==> config.mk <==
export PLATFORM = sky130hd
export DESIGN_NAME = bounded_decimal_parser_unit_flat
export DESIGN_NICKNAME = d
export VERILOG_FILES = /design/src/hdl/bdp_pkg.sv /design/src/hdl/bdp_char_if.sv /design/src/hdl/bdp_result_if.sv /design/src/hdl/bounded_decimal_parser_unit.sv /design/src/hdl/bdp_in_reg.sv /design/src/hdl/bdp_parse_core.sv /design/src/hdl/bdp_out_reg.sv /design/src/flat_wrapper.sv
export SDC_FILE = /design/constraint.sdc
export NUM_CORES = 1
export LEC_CHECK = 0
export BUFFER_PORTS_ARGS = -buffer_cell sky130_fd_sc_hd__clkbuf_2
export CAP_MARGIN = 30
export CORE_MARGIN = 2
export CORE_UTILIZATION = 68
export CTS_CLUSTER_DIAMETER = 80
export DETAILED_ROUTE_END_ITERATION = 6
export PLACE_DENSITY = 0.88
export SLEW_MARGIN = 10
export SYNTH_ARGS = -nofsm -noshare
export SYNTH_HDL_FRONTEND = slang
export SYNTH_SLANG_ARGS = --single-unit
==> constraint.sdc <==
create_clock -name clk -period 12.11 [get_ports clk]
set_clock_uncertainty 0.2 [all_clocks]
set_input_delay 1.8165 -clock clk [delete_from_list [all_inputs] [get_ports clk]]
set_output_delay 1.8165 -clock clk [all_outputs]
set_load 0.1 [all_outputs]
==> src/hdl/bdp_pkg.sv <==
// Shared types, constants and helper functions of the bounded decimal parser.
`default_nettype none

package bdp_pkg;

  localparam int CHAR_W       = 8;
  localparam int STATUS_W     = 2;
  localparam int VALUE_W      = 21;
  localparam int LIMIT_W      = 4;
  localparam int WHOLE_W      = 4;
  localparam int FRAC_W       = 17;
  localparam int SCALE_DIGITS = 5;

  localparam logic [CHAR_W-1:0] CH_NUL   = 8'd0;
  localparam logic [CHAR_W-1:0] CH_TAB   = 8'd9;
  localparam logic [CHAR_W-1:0] CH_CR    = 8'd13;
  localparam logic [CHAR_W-1:0] CH_SPACE = 8'd32;
  localparam logic [CHAR_W-1:0] CH_PLUS  = 8'd43;
  localparam logic [CHAR_W-1:0] CH_MINUS = 8'd45;
  localparam logic [CHAR_W-1:0] CH_DOT   = 8'd46;
  localparam logic [CHAR_W-1:0] CH_ZERO  = 8'd48;
  localparam logic [CHAR_W-1:0] CH_NINE  = 8'd57;

  localparam logic [WHOLE_W-1:0] WHOLE_SAT   = 4'd15;
  localparam logic [LIMIT_W-1:0] LIMIT_CAP   = 4'd9;
  localparam logic [LIMIT_W-1:0] LIMIT_RESET = 4'd2;

  typedef enum logic [2:0] {
    PH_WS,
    PH_INT,
    PH_DOT,
    PH_FRAC,
    PH_FAIL
  } phase_t;

  typedef enum logic [STATUS_W-1:0] {
    ST_OK,
    ST_INT_BIG,
    ST_BAD_CHAR,
    ST_RANGE
  } status_t;

  // Character slot handed from the input register to the parse core.
  typedef struct packed {
    logic              valid;
    logic [CHAR_W-1:0] char_code;
  } char_slot_t;

  // Finished result handed from the parse core to the output register.
  typedef struct packed {
    logic                      load;
    status_t                   status;
    logic signed [VALUE_W-1:0] scaled_value;
  } result_t;

  // Value of digit d at fraction position pos (0 = first digit), scaled by 1e5.
  function automatic logic [FRAC_W-1:0] frac_place(input logic [2:0] pos,
                                                   input logic [3:0] d);
    logic [FRAC_W-1:0] dx;
    dx = FRAC_W'(d);
    case (pos)
      3'd0:    frac_place = dx * 17'd10000;
      3'd1:    frac_place = dx * 17'd1000;
      3'd2:    frac_place = dx * 17'd100;
      3'd3:    frac_place = dx * 17'd10;
      3'd4:    frac_place = dx;
      default: frac_place = '0;
    endcase
  endfunction

  // Whole units scaled by 1e5.
  function automatic logic [VALUE_W-1:0] whole_scaled(input logic [WHOLE_W-1:0] w);
    whole_scaled = VALUE_W'(w) * 21'd100000;
  endfunction

endpackage

`default_nettype wire

==> src/hdl/bdp_char_if.sv <==
// Input channel interface: one character item per handshake.
`default_nettype none

interface bdp_char_if import bdp_pkg::*; ();
  logic              valid;
  logic              ready;
  logic [CHAR_W-1:0] char_code;

  modport source (output valid, output char_code, input ready);
  modport sink   (input valid, input char_code, output ready);
endinterface

`default_nettype wire

==> src/hdl/bdp_result_if.sv <==
// Result channel interface: status and scaled value per handshake.
`default_nettype none

interface bdp_result_if import bdp_pkg::*; ();
  logic                      valid;
  logic                      ready;
  logic [STATUS_W-1:0]       status;
  logic signed [VALUE_W-1:0] scaled_value;

  modport source (output valid, output status, output scaled_value, input ready);
  modport sink   (input valid, input status, input scaled_value, output ready);
endinterface

`default_nettype wire

==> src/hdl/bounded_decimal_parser_unit.sv <==
// Top level of the bounded decimal parser: input register, parse core, output register.
`default_nettype none

// Parses one decimal number string per run, one character item per cycle, and
// returns a single result (status plus value scaled by 100000) when the null
// character arrives. The block sustains one character item every clock cycle;
// the null item is the only one that needs room in the output register, and it
// waits in the input register while an earlier result is still held there.
// After the null item is accepted it sits in the input register, then passes
// through the parse core into the output register, from which the result shows
// on out_ch.
// magnitude_limit (cfg_wdata, reset value 2, values above 9 act as 9) should
// only be written while no string is in progress.

module bounded_decimal_parser_unit import bdp_pkg::*; #(
  parameter int MAX_FRAC_DIGITS = 5  // fractional digits accepted, 1 to 7
) (
  input  wire logic               clk,
  input  wire logic               rst_n,
  bdp_char_if.sink                in_ch,
  bdp_result_if.source            out_ch,
  input  wire logic               cfg_we,
  input  wire logic [LIMIT_W-1:0] cfg_wdata
);

  char_slot_t slot;      // character waiting in the input register
  logic       slot_take; // core consumes that character this cycle
  logic       out_free;  // output register can load a result this cycle
  result_t    result;    // finished result from the core

  // Input side: one-deep register, refilled in the cycle it drains.
  bdp_in_reg u_in_reg (
    .clk       (clk),
    .rst_n     (rst_n),
    .in_ch     (in_ch),
    .slot_take (slot_take),
    .slot      (slot)
  );

  // Parse state machine, limit register and final value assembly.
  bdp_parse_core #(
    .MAX_FRAC_DIGITS (MAX_FRAC_DIGITS)
  ) u_core (
    .clk       (clk),
    .rst_n     (rst_n),
    .cfg_we    (cfg_we),
    .cfg_wdata (cfg_wdata),
    .slot      (slot),
    .out_free  (out_free),
    .slot_take (slot_take),
    .result    (result)
  );

  // Result side: holds one result until out_ch.ready.
  bdp_out_reg u_out_reg (
    .clk      (clk),
    .rst_n    (rst_n),
    .result   (result),
    .out_free (out_free),
    .out_ch   (out_ch)
  );

endmodule

`default_nettype wire

==> src/hdl/bdp_in_reg.sv <==
// Input register: holds one character until the parse core takes it.
`default_nettype none

module bdp_in_reg import bdp_pkg::*; (
  input  wire logic   clk,
  input  wire logic   rst_n,
  bdp_char_if.sink    in_ch,
  input  wire logic   slot_take,
  output char_slot_t  slot
);

  logic              valid_r, valid_nxt;
  logic [CHAR_W-1:0] char_r, char_nxt;
  logic              accept;

  // Refill in the same cycle the core drains the slot.
  assign in_ch.ready = !valid_r || slot_take;
  assign accept      = in_ch.valid && in_ch.ready;

  always_comb begin
    valid_nxt = valid_r;
    char_nxt  = char_r;
    if (accept) begin
      valid_nxt = 1'b1;
      char_nxt  = in_ch.char_code;
    end else if (slot_take) begin
      valid_nxt = 1'b0;
    end
  end

  always_ff @(posedge clk) begin
    if (!rst_n) begin
      valid_r <= 1'b0;
    end else begin
      valid_r <= valid_nxt;
    end
    char_r <= char_nxt;
  end

  assign slot.valid     = valid_r;
  assign slot.char_code = char_r;

endmodule

`default_nettype wire

==> src/hdl/bdp_parse_core.sv <==
// Parse core: per-character state update and final value assembly.
`default_nettype none

module bdp_parse_core import bdp_pkg::*; #(
  parameter int MAX_FRAC_DIGITS = 5
) (
  input  wire logic               clk,
  input  wire logic               rst_n,
  input  wire logic               cfg_we,
  input  wire logic [LIMIT_W-1:0] cfg_wdata,
  input  wire char_slot_t         slot,
  input  wire logic               out_free,
  output logic                    slot_take,
  output result_t                 result
);

  localparam int FD_W = $clog2(MAX_FRAC_DIGITS + 1);

  phase_t             phase_r, phase_nxt;
  logic               neg_r, neg_nxt;
  logic [WHOLE_W-1:0] whole_r, whole_nxt;
  logic [FRAC_W-1:0]  fsc_r, fsc_nxt;      // leading fraction digits, scaled by 1e5
  logic               fnz_r, fnz_nxt;      // any fraction digit nonzero
  logic [FD_W-1:0]    fdig_r, fdig_nxt;
  status_t            err_r, err_nxt;
  logic [LIMIT_W-1:0] limit_r;

  logic [CHAR_W-1:0]  c;
  logic               is_digit, is_ws, is_nul;
  logic [3:0]         d;
  logic [LIMIT_W-1:0] eff;
  logic [7:0]         wsum;
  logic [VALUE_W-1:0] mag;
  status_t            fin_status;

  assign c        = slot.char_code;
  assign is_nul   = (c == CH_NUL);
  assign is_digit = (c >= CH_ZERO) && (c <= CH_NINE);
  assign is_ws    = (c == CH_SPACE) || ((c >= CH_TAB) && (c <= CH_CR));
  assign d        = 4'(c - CH_ZERO);
  assign eff      = (limit_r > LIMIT_CAP) ? LIMIT_CAP : limit_r;
  assign wsum     = {4'b0, whole_r} * 8'd10 + {4'b0, d};

  // Null only moves when the output register can take the result.
  assign slot_take = slot.valid && (!is_nul || out_free);

  // Final status and magnitude from the current state.
  always_comb begin
    fin_status = err_r;
    mag        = '0;
    if (err_r == ST_OK) begin
      unique case (phase_r) inside
        PH_WS, PH_INT: begin
          if (whole_r > eff) fin_status = ST_INT_BIG;
          else               mag = whole_scaled(whole_r);
        end
        PH_DOT: fin_status = ST_BAD_CHAR;
        PH_FRAC: begin
          if ((whole_r >= eff) && fnz_r) fin_status = ST_RANGE;
          else mag = whole_scaled(whole_r) + VALUE_W'(fsc_r);
        end
        default: fin_status = ST_RANGE;
      endcase
    end
    if (fin_status != ST_OK) mag = '0;
  end

  assign result.load         = slot_take && is_nul;
  assign result.status       = fin_status;
  assign result.scaled_value = neg_r ? -$signed(mag) : $signed(mag);

  // Next parse state.
  always_comb begin
    phase_nxt = phase_r;
    neg_nxt   = neg_r;
    whole_nxt = whole_r;
    fsc_nxt   = fsc_r;
    fnz_nxt   = fnz_r;
    fdig_nxt  = fdig_r;
    err_nxt   = err_r;
    if (slot_take) begin
      if (is_nul) begin
        phase_nxt = PH_WS;
        neg_nxt   = 1'b0;
        whole_nxt = '0;
        fsc_nxt   = '0;
        fnz_nxt   = 1'b0;
        fdig_nxt  = '0;
        err_nxt   = ST_OK;
      end else begin
        unique case (phase_r) inside
          PH_WS, PH_INT: begin
            if (phase_r == PH_WS && is_ws) begin
              phase_nxt = PH_WS;
            end else if (phase_r == PH_WS && (c == CH_PLUS || c == CH_MINUS)) begin
              neg_nxt   = (c == CH_MINUS);
              phase_nxt = PH_INT;
            end else if (is_digit) begin
              phase_nxt = PH_INT;
              if (phase_r == PH_WS)      whole_nxt = d;
              else if (wsum > 8'(WHOLE_SAT)) whole_nxt = WHOLE_SAT;
              else                       whole_nxt = wsum[WHOLE_W-1:0];
            end else if (whole_r > eff) begin
              err_nxt   = ST_INT_BIG;
              phase_nxt = PH_FAIL;
            end else if (c == CH_DOT) begin
              phase_nxt = PH_DOT;
            end else begin
              err_nxt   = ST_BAD_CHAR;
              phase_nxt = PH_FAIL;
            end
          end
          PH_DOT: begin
            if (is_digit) begin
              fsc_nxt   = frac_place(3'd0, d);
              fnz_nxt   = (d != 4'd0);
              fdig_nxt  = FD_W'(1);
              phase_nxt = PH_FRAC;
            end else begin
              err_nxt   = ST_BAD_CHAR;
              phase_nxt = PH_FAIL;
            end
          end
          PH_FRAC: begin
            if (is_digit && (fdig_r < FD_W'(MAX_FRAC_DIGITS))) begin
              // digits past the fifth are dropped (truncation)
              if (int'(fdig_r) < SCALE_DIGITS) fsc_nxt = fsc_r + frac_place(3'(fdig_r), d);
              fnz_nxt  = fnz_r || (d != 4'd0);
              fdig_nxt = fdig_r + FD_W'(1);
            end else begin
              err_nxt   = ST_RANGE;
              phase_nxt = PH_FAIL;
            end
          end
          default: phase_nxt = phase_r;
        endcase
      end
    end
  end

  always_ff @(posedge clk) begin
    if (!rst_n) begin
      phase_r <= PH_WS;
      neg_r   <= 1'b0;
      whole_r <= '0;
      fsc_r   <= '0;
      fnz_r   <= 1'b0;
      fdig_r  <= '0;
      err_r   <= ST_OK;
      limit_r <= LIMIT_RESET;
    end else begin
      phase_r <= phase_nxt;
      neg_r   <= neg_nxt;
      whole_r <= whole_nxt;
      fsc_r   <= fsc_nxt;
      fnz_r   <= fnz_nxt;
      fdig_r  <= fdig_nxt;
      err_r   <= err_nxt;
      if (cfg_we) limit_r <= cfg_wdata;
    end
  end

endmodule

`default_nettype wire

==> src/hdl/bdp_out_reg.sv <==
// Output register: holds one result until the sink takes it.
`default_nettype none

module bdp_out_reg import bdp_pkg::*; (
  input  wire logic     clk,
  input  wire logic     rst_n,
  input  wire result_t  result,
  output logic          out_free,
  bdp_result_if.source  out_ch
);

  logic                      valid_r, valid_nxt;
  logic [STATUS_W-1:0]       status_r, status_nxt;
  logic signed [VALUE_W-1:0] value_r, value_nxt;

  assign out_free = !valid_r || out_ch.ready;

  always_comb begin
    valid_nxt  = valid_r;
    status_nxt = status_r;
    value_nxt  = value_r;
    if (result.load) begin
      valid_nxt  = 1'b1;
      status_nxt = result.status;
      value_nxt  = result.scaled_value;
    end else if (out_ch.ready) begin
      valid_nxt = 1'b0;
    end
  end

  always_ff @(posedge clk) begin
    if (!rst_n) begin
      valid_r <= 1'b0;
    end else begin
      valid_r <= valid_nxt;
    end
    status_r <= status_nxt;
    value_r  <= value_nxt;
  end

  assign out_ch.valid        = valid_r;
  assign out_ch.status       = status_r;
  assign out_ch.scaled_value = value_r;

endmodule

`default_nettype wire

==> src/flat_wrapper.sv <==
// flat-port wrapper written by rule: the top's interface ports become plain ports
module bounded_decimal_parser_unit_flat import bdp_pkg::*;
#(
  parameter int MAX_FRAC_DIGITS = 5                                       
)
  (clk, rst_n, cfg_we, cfg_wdata, in_ch_valid, in_ch_char_code, in_ch_ready, out_ch_valid, out_ch_status, out_ch_scaled_value, out_ch_ready);
  bdp_char_if in_ch_i ();
  bdp_result_if out_ch_i ();
  input  wire logic clk;
  input  wire logic rst_n;
  input  wire logic cfg_we;
  input  wire logic [LIMIT_W-1:0] cfg_wdata;
  input wire logic [$bits(in_ch_i.valid)-1:0] in_ch_valid;
  input wire logic [$bits(in_ch_i.char_code)-1:0] in_ch_char_code;
  output wire logic [$bits(in_ch_i.ready)-1:0] in_ch_ready;
  output wire logic [$bits(out_ch_i.valid)-1:0] out_ch_valid;
  output wire logic [$bits(out_ch_i.status)-1:0] out_ch_status;
  output wire logic [$bits(out_ch_i.scaled_value)-1:0] out_ch_scaled_value;
  input wire logic [$bits(out_ch_i.ready)-1:0] out_ch_ready;
  assign in_ch_i.valid = in_ch_valid;
  assign in_ch_i.char_code = in_ch_char_code;
  assign in_ch_ready = in_ch_i.ready;
  assign out_ch_valid = out_ch_i.valid;
  assign out_ch_status = out_ch_i.status;
  assign out_ch_scaled_value = out_ch_i.scaled_value;
  assign out_ch_i.ready = out_ch_ready;
  bounded_decimal_parser_unit #(.MAX_FRAC_DIGITS(MAX_FRAC_DIGITS)) u_core (.clk(clk), .rst_n(rst_n), .in_ch(in_ch_i), .out_ch(out_ch_i), .cfg_we(cfg_we), .cfg_wdata(cfg_wdata));
endmodule
==> results of run 1 <==
## cells in the final DEF, fill, tap and decap left out, types with 7 or more instances in the layout
master    count
a21boi_0     12
a21o_1       17
a21oi_1      48
a22oi_1      21
a31oi_1      10
and2_1       13
clkbuf_2     41
clkbuf_8      9
dfxtp_1      37
edfxtp_1     31
fa_1         13
ha_1         97
inv_1        51
mux2i_1      11
nand2_1      80
nand3_1      20
nor2_1       55
nor2b_1      31
nor3_1       18
nor4_1        9
o21ai_0      52
o22ai_1       9
o31ai_1       8
or3_1         7
xnor2_1      43
xor2_1       26
## power groups by stage
stage          logic [mW]  registers [mW]  clock network, mW
2_1_floorplan       0.156           0.254                  0
3_3_place_gp        0.190           0.257                  0
3_5_place_dp        0.197           0.258                  0
4_1_cts             0.199           0.252              0.191
5_1_grt             0.224           0.254              0.199
6_report            0.202           0.253              0.189
## cell type report
class	count	share of cell area (%)
Multi-Input combinational cell	715	68.1
Clock buffer	10	1.64
Timing Repair Buffer	46	3.37
Clock inverter	6	0.803
Sequential cell	68	21.5
Tap cell	136	2.18
Inverter	51	2.46
## cell families after synthesis
| kind of cell | count (synthesis) | share of synthesized area (%) |
|---|---|---|
| adder cells (fa/ha/maj) | 110 | 20.3 |
| AO/OA/AOI/OAI | 256 | 24.4 |
| multiplexers | 11 | 1.52 |
| flip-flops | 68 | 23.0 |
| AND/OR/NAND/NOR | 268 | 18.3 |
| XOR/XNOR | 70 | 8.54 |
| buffers and inverters | 75 | 4.00 |
## flip-flops by register name, indices dropped and copies added, names as in the netlist
register                              count
u_core.u_core.err_r                       2
u_core.u_core.fsc_r                      17
u_core.u_out_reg.out_ch.scaled_value     21
u_core.u_out_reg.out_ch.status            2
u_core.u_core.whole_r                     4
u_core.u_core.fnz_r                       1
u_core.u_core.phase_r                     3
u_core.u_out_reg.out_ch.valid             1
u_core.u_core.fdig_r                      3
u_core.u_in_reg.valid_r                   1
u_core.u_in_reg.char_r                    8
u_core.u_core.limit_r                     4
u_core.u_core.neg_r                       1
## worst register-to-register path, cell delays in order (launching register included)
cell and delay, ps:
dfxtp_1 730, ha_1 300, xnor2_1 140, inv_1 100, ha_1 180, a21o_1 150
ha_1 320, a21o_1 210, a221oi_1 510, nor2_1 120, xor2_1 300, inv_1 80
ha_1 360, nor2b_1 160, a22o_1 210, a41o_1 260, o21bai_1 210, xnor2_1 100
o22ai_1 360, o31ai_2 140, xnor2_1 170
## worst max-delay path by stage
stage / from / endpoint / slack, ps / cells after the start
after floorplan: u_core.u_in_reg.char_r[2] / u_core.u_core.fsc_r[16] / 7150 / 19
after global placement: u_core.u_in_reg.char_r[2] / u_core.u_core.fsc_r[16] / 6780 / 19
after detailed placement: u_core.u_in_reg.char_r[2] / u_core.u_core.fsc_r[16] / 6630 / 19
after CTS: u_core.u_in_reg.char_r[2] / u_core.u_core.fsc_r[16] / 6610 / 19
after global routing: u_core.u_core.whole_r[1] / u_core.u_out_reg.out_ch.scaled_value[20] / 6220 / 19
final: u_core.u_core.whole_r[1] / u_core.u_out_reg.out_ch.scaled_value[19] / 6560 / 20
## per-stage QoR
| step | instances | setup WS [ps] | util (%) | hold WS [ps] |
|---|---|---|---|---|
| 2_1_floorplan | 858 | 7150 | - | 259 |
| 3_3_place_gp | 1013 | 6780 | 72.9 | 290 |
| 3_5_place_dp | 1014 | 6630 | 72.9 | 298 |
| 4_1_cts | 1030 | 6610 | 74.8 | 317 |
| 5_1_grt | 1032 | 6220 | 75.1 | 374 |
| 6_report | 1032 | 6560 | 75.1 | 322 |
## layer usage
metal	wire [um]	GRT usage, %	up-vias
met5	0	0	-
met4	693	16.8	0
met3	1370	5.08	60
met2	9080	55.4	330
met1	8030	42.4	3213
li1	-	-	3227
==> flow_metrics.py, run 1 <==
metrics = {
    "pwr": {
        "power_switching_share_pct": 34.3,
        "internal_power_mw": 0.423,
        "power_density_mw_per_mm2": 82.7,
        "irDropWorstVdd_v": 0.0000675,
        "p_seq_share_pct": 39.3,
        "power_frac_comb_pct": 31.4,
        "clockPowerShare_pct": 29.3,
        "power.total_mw": 0.644,
        "p_leak_nw": 3.52,
        "switchingPower_mw": 0.221,
    },
    "grt": {
        "grt_start_max_net_pins": 40,
        "grt_usage_pct": 33.5,
        "grt_pass1_vias": 6517,
        "grt-ovfl-total": 0,
        "antenna_found_initial": 0,
        "grt_pass1_wl_mm": 31.0,
    },
    "final_layout": {
        "num-fill-cells": 777,
        "fin_nets": 1018,
        "multiInputGateArea_mm2": 0.00530,
        "stdcell_area_mm2": 0.00779,
        "seqCellArea_mm2": 0.00167,
        "drive_above_1_share_pct": 8.82,
        "area_delta_synth_final_pct": 7.22,
        "antenna_cells": 0,
    },
    "sta": {
        "fin_tns_setup_ps": 0,
        "tightest_slew_ps": 938,
        "rsz0062_at_grt": "no",
        "fin_crit_ps": 5550,
        "finalCritPeriodShare_pct": 45.9,
        "hold_viol_final": 0,
        "timing.fmax_ghz": 0.180,
        "finalSetupViolCount": 0,
        "relSlewSlack_pct": 37.4,
        "finalMaxSlewViolations": 0,
    },
    "run": {
        "cap_violations": 0,
    },
    "place": {
        "io_buffers": 41,
        "dp_hpwl_mm": 14.9,
        "placed_cell_area_mm2": 0.00756,
        "gp_congestion": 0.934,
    },
    "setup_path": {
        "critical_path.max_stage_delay_ps": 730,
        "crit_type": "register to register",
        "cp.required_ps": 12000,
        "r2r-start": "u_core.u_core.whole_r[1]",
        "arrival_ps": 5450,
        "rr_worst_depth": 20,
        "endpoint_kind": "register",
        "slowest_stage": "dfxtp_1",
        "crit_buf_inv": 2,
        "rrSetupSlack_ps": 6560,
        "crit_path_cell_trace": "ha_1 -> xnor2_1 -> inv_1 -> ha_1 -> a21o_1 -> ha_1 -> a21o_1 -> a221oi_1 -> nor2_1 -> xor2_1 -> inv_1 -> ha_1 -> nor2b_1 -> a22o_1 -> a41o_1 -> o21bai_1 -> xnor2_1 -> o22ai_1 -> o31ai_2 -> xnor2_1",
        "crit_family": "compound AO/OA/AOI/OAI gates",
        "cp_max_fo": 12,
        "r2r-end": "u_core.u_out_reg.out_ch.scaled_value[19]",
        "path_common_cell": "ha_1",
        "startpoint_type": "register",
    },
    "drt": {
        "first_pass_iters": 5,
        "via_per_inst": 6.62,
        "wire_per_inst_um": 18.6,
        "vias": 6830,
        "dr.first_iter.drc_count": 539,
        "drt-total-wl_mm": 19.2,
        "drc": 0,
        "postRouteAntennaNets": 0,
    },
    "worst_hold_path": {
        "hold_path_class": "register to register",
        "hold_path_end": "u_core.u_core.limit_r[1]",
        "worstHoldStart": "u_core.u_core.limit_r[1]",
        "hold_path_depth": 2,
    },
    "synth": {
        "ys_types": 71,
        "synthArstFlopShare_pct": 0,
        "ys_ff_latch": 68,
        "synth_seq_area_share_pct": 23.0,
        "ys_warn_count": 0,
        "ys.flop_type": "dfxtp_1",
        "synth_commonest_cells": "ha_1 (97), nand2_1 (80), nor2_1 (55)",
        "synth_edf_count": 31,
        "synthCells": 858,
        "synth.largest_area_cell": "ha_1",
        "synth_area_mm2": 0.00726,
        "yosysMostFrequentCell": "ha_1",
        "avgSynthCellArea_um2": 8.47,
        "yosysTopAreaCellShare_pct": 16.7,
        "synth.area.top_cells": "ha_1 (17%), edfxtp_1 (13%), dfxtp_1 (10%)",
        "synth_fp_nets": 985,
    },
    "clock_network": {
        "htree_levels": 3,
        "cts_buffers": 9,
        "cts_resized": 0,
        "hold_buffers": 0,
        "cts_root_buf": "clkbuf_8",
        "cts.sinks": 68,
        "clk_latency_ps": 350,
        "post-cts-setup-buffers": 0,
        "cts.reportedPaths.clkPinSlew_ps": 80,
        "cts_buffer_depth": 2,
        "cts_tree": "built",
    },
    "outcome": {
        "status": "completed",
    },
    "floorplan": {
        "ios": 42,
        "die_width_um": 107,
        "start_util_pct": 70.1,
        "die_area_mm2": 0.0115,
        "core_area_mm2": 0.0104,
        "num_rows": 37,
        "die_h_um": 107,
    },
}
(Power assumes the default switching activity.)
==> run 2, diff against run 1 <==
--- a/config.mk
+++ b/config.mk
@@ -8,10 +8,10 @@
 export BUFFER_PORTS_ARGS = -buffer_cell sky130_fd_sc_hd__clkbuf_2
 export CAP_MARGIN = 30
 export CORE_MARGIN = 2
-export CORE_UTILIZATION = 68
+export CORE_UTILIZATION = 63
 export CTS_CLUSTER_DIAMETER = 80
 export DETAILED_ROUTE_END_ITERATION = 6
-export PLACE_DENSITY = 0.88
+export PLACE_DENSITY = 0.82
 export SLEW_MARGIN = 10
 export SYNTH_ARGS = -nofsm -noshare
 export SYNTH_HDL_FRONTEND = slang
==> constraint.sdc (replaced) <==
create_clock -name clk -period 5.8 [get_ports clk]
set_clock_uncertainty 0.2 [all_clocks]
set_input_delay 0.87 -clock clk [delete_from_list [all_inputs] [get_ports clk]]
set_output_delay 0.87 -clock clk [all_outputs]
set_load 0.1 [all_outputs]
==> run 2 against run 1 <==
Net effect: via count decreased by 0.50%; design area is 2.5% higher; sequential power rose by 110%; flip-flop and latch count unchanged; first-iteration DRC count increased by 21%; worst hold slack gained 5.1 ps; global-route usage decreased by 1.8 points; utilization shrank 4.6 points; critical path type unchanged.
==> flow_metrics.py, run 2 (synthesis results as in run 1) <==
metrics = {
    "floorplan": {
        "ios": 42,
        "die_width_um": 111,
        "core_area_mm2": 0.0113,
        "die_h_um": 111,
        "start_util_pct": 64.2,
        "die_area_mm2": 0.0124,
        "num_rows": 39,
    },
    "final_layout": {
        "seqCellArea_mm2": 0.00167,
        "num-fill-cells": 876,
        "final_common_cell": "ha_1",
        "multiInputGateArea_mm2": 0.00530,
        "layout_common_cells": "ha_1 (97), nand2_1 (80), nor2_1 (55)",
        "antenna_cells": 0,
        "stdcell_area_mm2": 0.00798,
        "final_core_util_pct": 70.5,
        "largest_reg_flops": 21,
        "fin_nets": 1025,
        "drive_above_1_share_pct": 9.52,
        "area_delta_synth_final_pct": 9.85,
    },
    "sta": {
        "fin_tns_setup_ps": 0,
        "relSlewSlack_pct": 39.3,
        "hold_ws_ps": 327,
        "finalCritPeriodShare_pct": 90.4,
        "tightest_slew_ps": 909,
        "fin_crit_ps": 5240,
        "finalSetupViolCount": 0,
        "hold_viol_final": 0,
        "finalMaxSlewViolations": 0,
        "rsz0062_at_grt": "no",
        "timing.fmax_ghz": 0.191,
    },
    "drt": {
        "via_per_inst": 6.50,
        "drc": 0,
        "dr.first_iter.drc_count": 653,
        "drt-total-wl_mm": 19.9,
        "wire_per_inst_um": 19.1,
        "vias": 6796,
        "postRouteAntennaNets": 0,
        "first_pass_iters": 6,
    },
    "grt": {
        "grt_pass1_wl_mm": 31.9,
        "grt_start_max_net_pins": 40,
        "grt_usage_pct": 31.6,
        "grt_pass1_vias": 6569,
        "grt-ovfl-total": 0,
        "antenna_found_initial": 0,
    },
    "worst_hold_path": {
        "hold_path_class": "register to register",
        "hold_path_depth": 2,
        "hold_path_end": "u_core.u_core.limit_r[0]",
        "worstHoldStart": "u_core.u_core.limit_r[0]",
    },
    "place": {
        "placed_cell_area_mm2": 0.00763,
        "gp_congestion": 0.960,
        "dp_hpwl_mm": 15.6,
        "io_buffers": 41,
    },
    "clock_network": {
        "cts_resized": 0,
        "cts_buffers": 9,
        "hold_buffers": 0,
        "cts.reportedPaths.clkPinSlew_ps": 60,
        "cts_root_buf": "clkbuf_16",
        "cts_tree": "built",
        "post-cts-setup-buffers": 0,
        "cts_buffer_depth": 2,
        "cts.sinks": 68,
        "clk_latency_ps": 350,
        "htree_levels": 3,
    },
    "pwr": {
        "power_density_mw_per_mm2": 198,
        "irDropWorstVdd_v": 0.000212,
        "power.total_mw": 1.58,
        "p_leak_nw": 3.61,
    },
    "setup_path": {
        "cp_max_fo": 8,
        "rrSetupSlack_ps": 560,
        "r2r-end": "u_core.u_core.fsc_r[16]",
        "rr_worst_depth": 19,
        "cp.required_ps": 5830,
        "startpoint_type": "register",
        "arrival_ps": 5270,
        "r2r-start": "u_core.u_in_reg.char_r[3]",
        "crit_type": "register to register",
        "endpoint_kind": "register",
    },
    "outcome": {
        "status": "completed",
    },
    "run": {
        "cap_violations": 0,
    },
}
[run 2: through the flow]
step / cells / setup slack, ps
after floorplan: 858 / 843
after global placement: 1027 / 752
after detailed placement: 1028 / 552
after CTS: 1044 / 525
after global routing: 1046 / 198
final: 1046 / 557
[run 2: critical path: stages (launching register included)]
cell       delay, ps
edfxtp_1         540
fa_1             670
inv_1             90
fa_1             500
inv_1             40
ha_1             320
a21o_1           200
a21o_1           180
a21oi_1          200
o21ai_0          100
a21oi_1          180
xor2_1           160
o22ai_1           90
ha_1             360
nand3_1          100
a2111oi_0        510
o31ai_1          190
xor2_1           210
mux2i_1          200
a21oi_1           80
[run 2: routing by layer]
layer | wire [um] | vias up | share of wire (%) | GRT usage [%]
met4 | 685 | 0 | 3.4 | 14.1
li1 | - | 3242 | - | -
met1 | 8010 | 3174 | 40 | 39.3
met5 | 0 | - | 0 | 0
met3 | 1450 | 59 | 7.3 | 4.30
met2 | 9800 | 321 | 49 | 55.0
[run 2: power breakdown]
group          total, mW  internal, mW  switching, mW
registers          0.519         0.508         0.0111
clock network      0.623         0.403          0.220
logic              0.438         0.182          0.256
[run 2: worst max path at each step]
stage                                          from  cells past startpoint                       to
after floorplan           u_core.u_in_reg.char_r[2]                     19  u_core.u_core.fsc_r[16]
final                     u_core.u_in_reg.char_r[3]                     19  u_core.u_core.fsc_r[16]
after global placement    u_core.u_in_reg.char_r[3]                     19  u_core.u_core.fsc_r[16]
after CTS                 u_core.u_in_reg.char_r[3]                     19  u_core.u_core.fsc_r[16]
after detailed placement  u_core.u_in_reg.char_r[3]                     19  u_core.u_core.fsc_r[16]
after global routing      u_core.u_in_reg.char_r[3]                     19  u_core.u_core.fsc_r[16]
[run 2: area by class of cell]
type | instances | area share, %
clock buffer | 11 | 3.18
clock inverter | 5 | 1.03
inverter | 51 | 2.40
multi-input combinational | 715 | 66.4
sequential | 68 | 20.9
tap | 143 | 2.24
timing repair buffer | 53 | 3.75
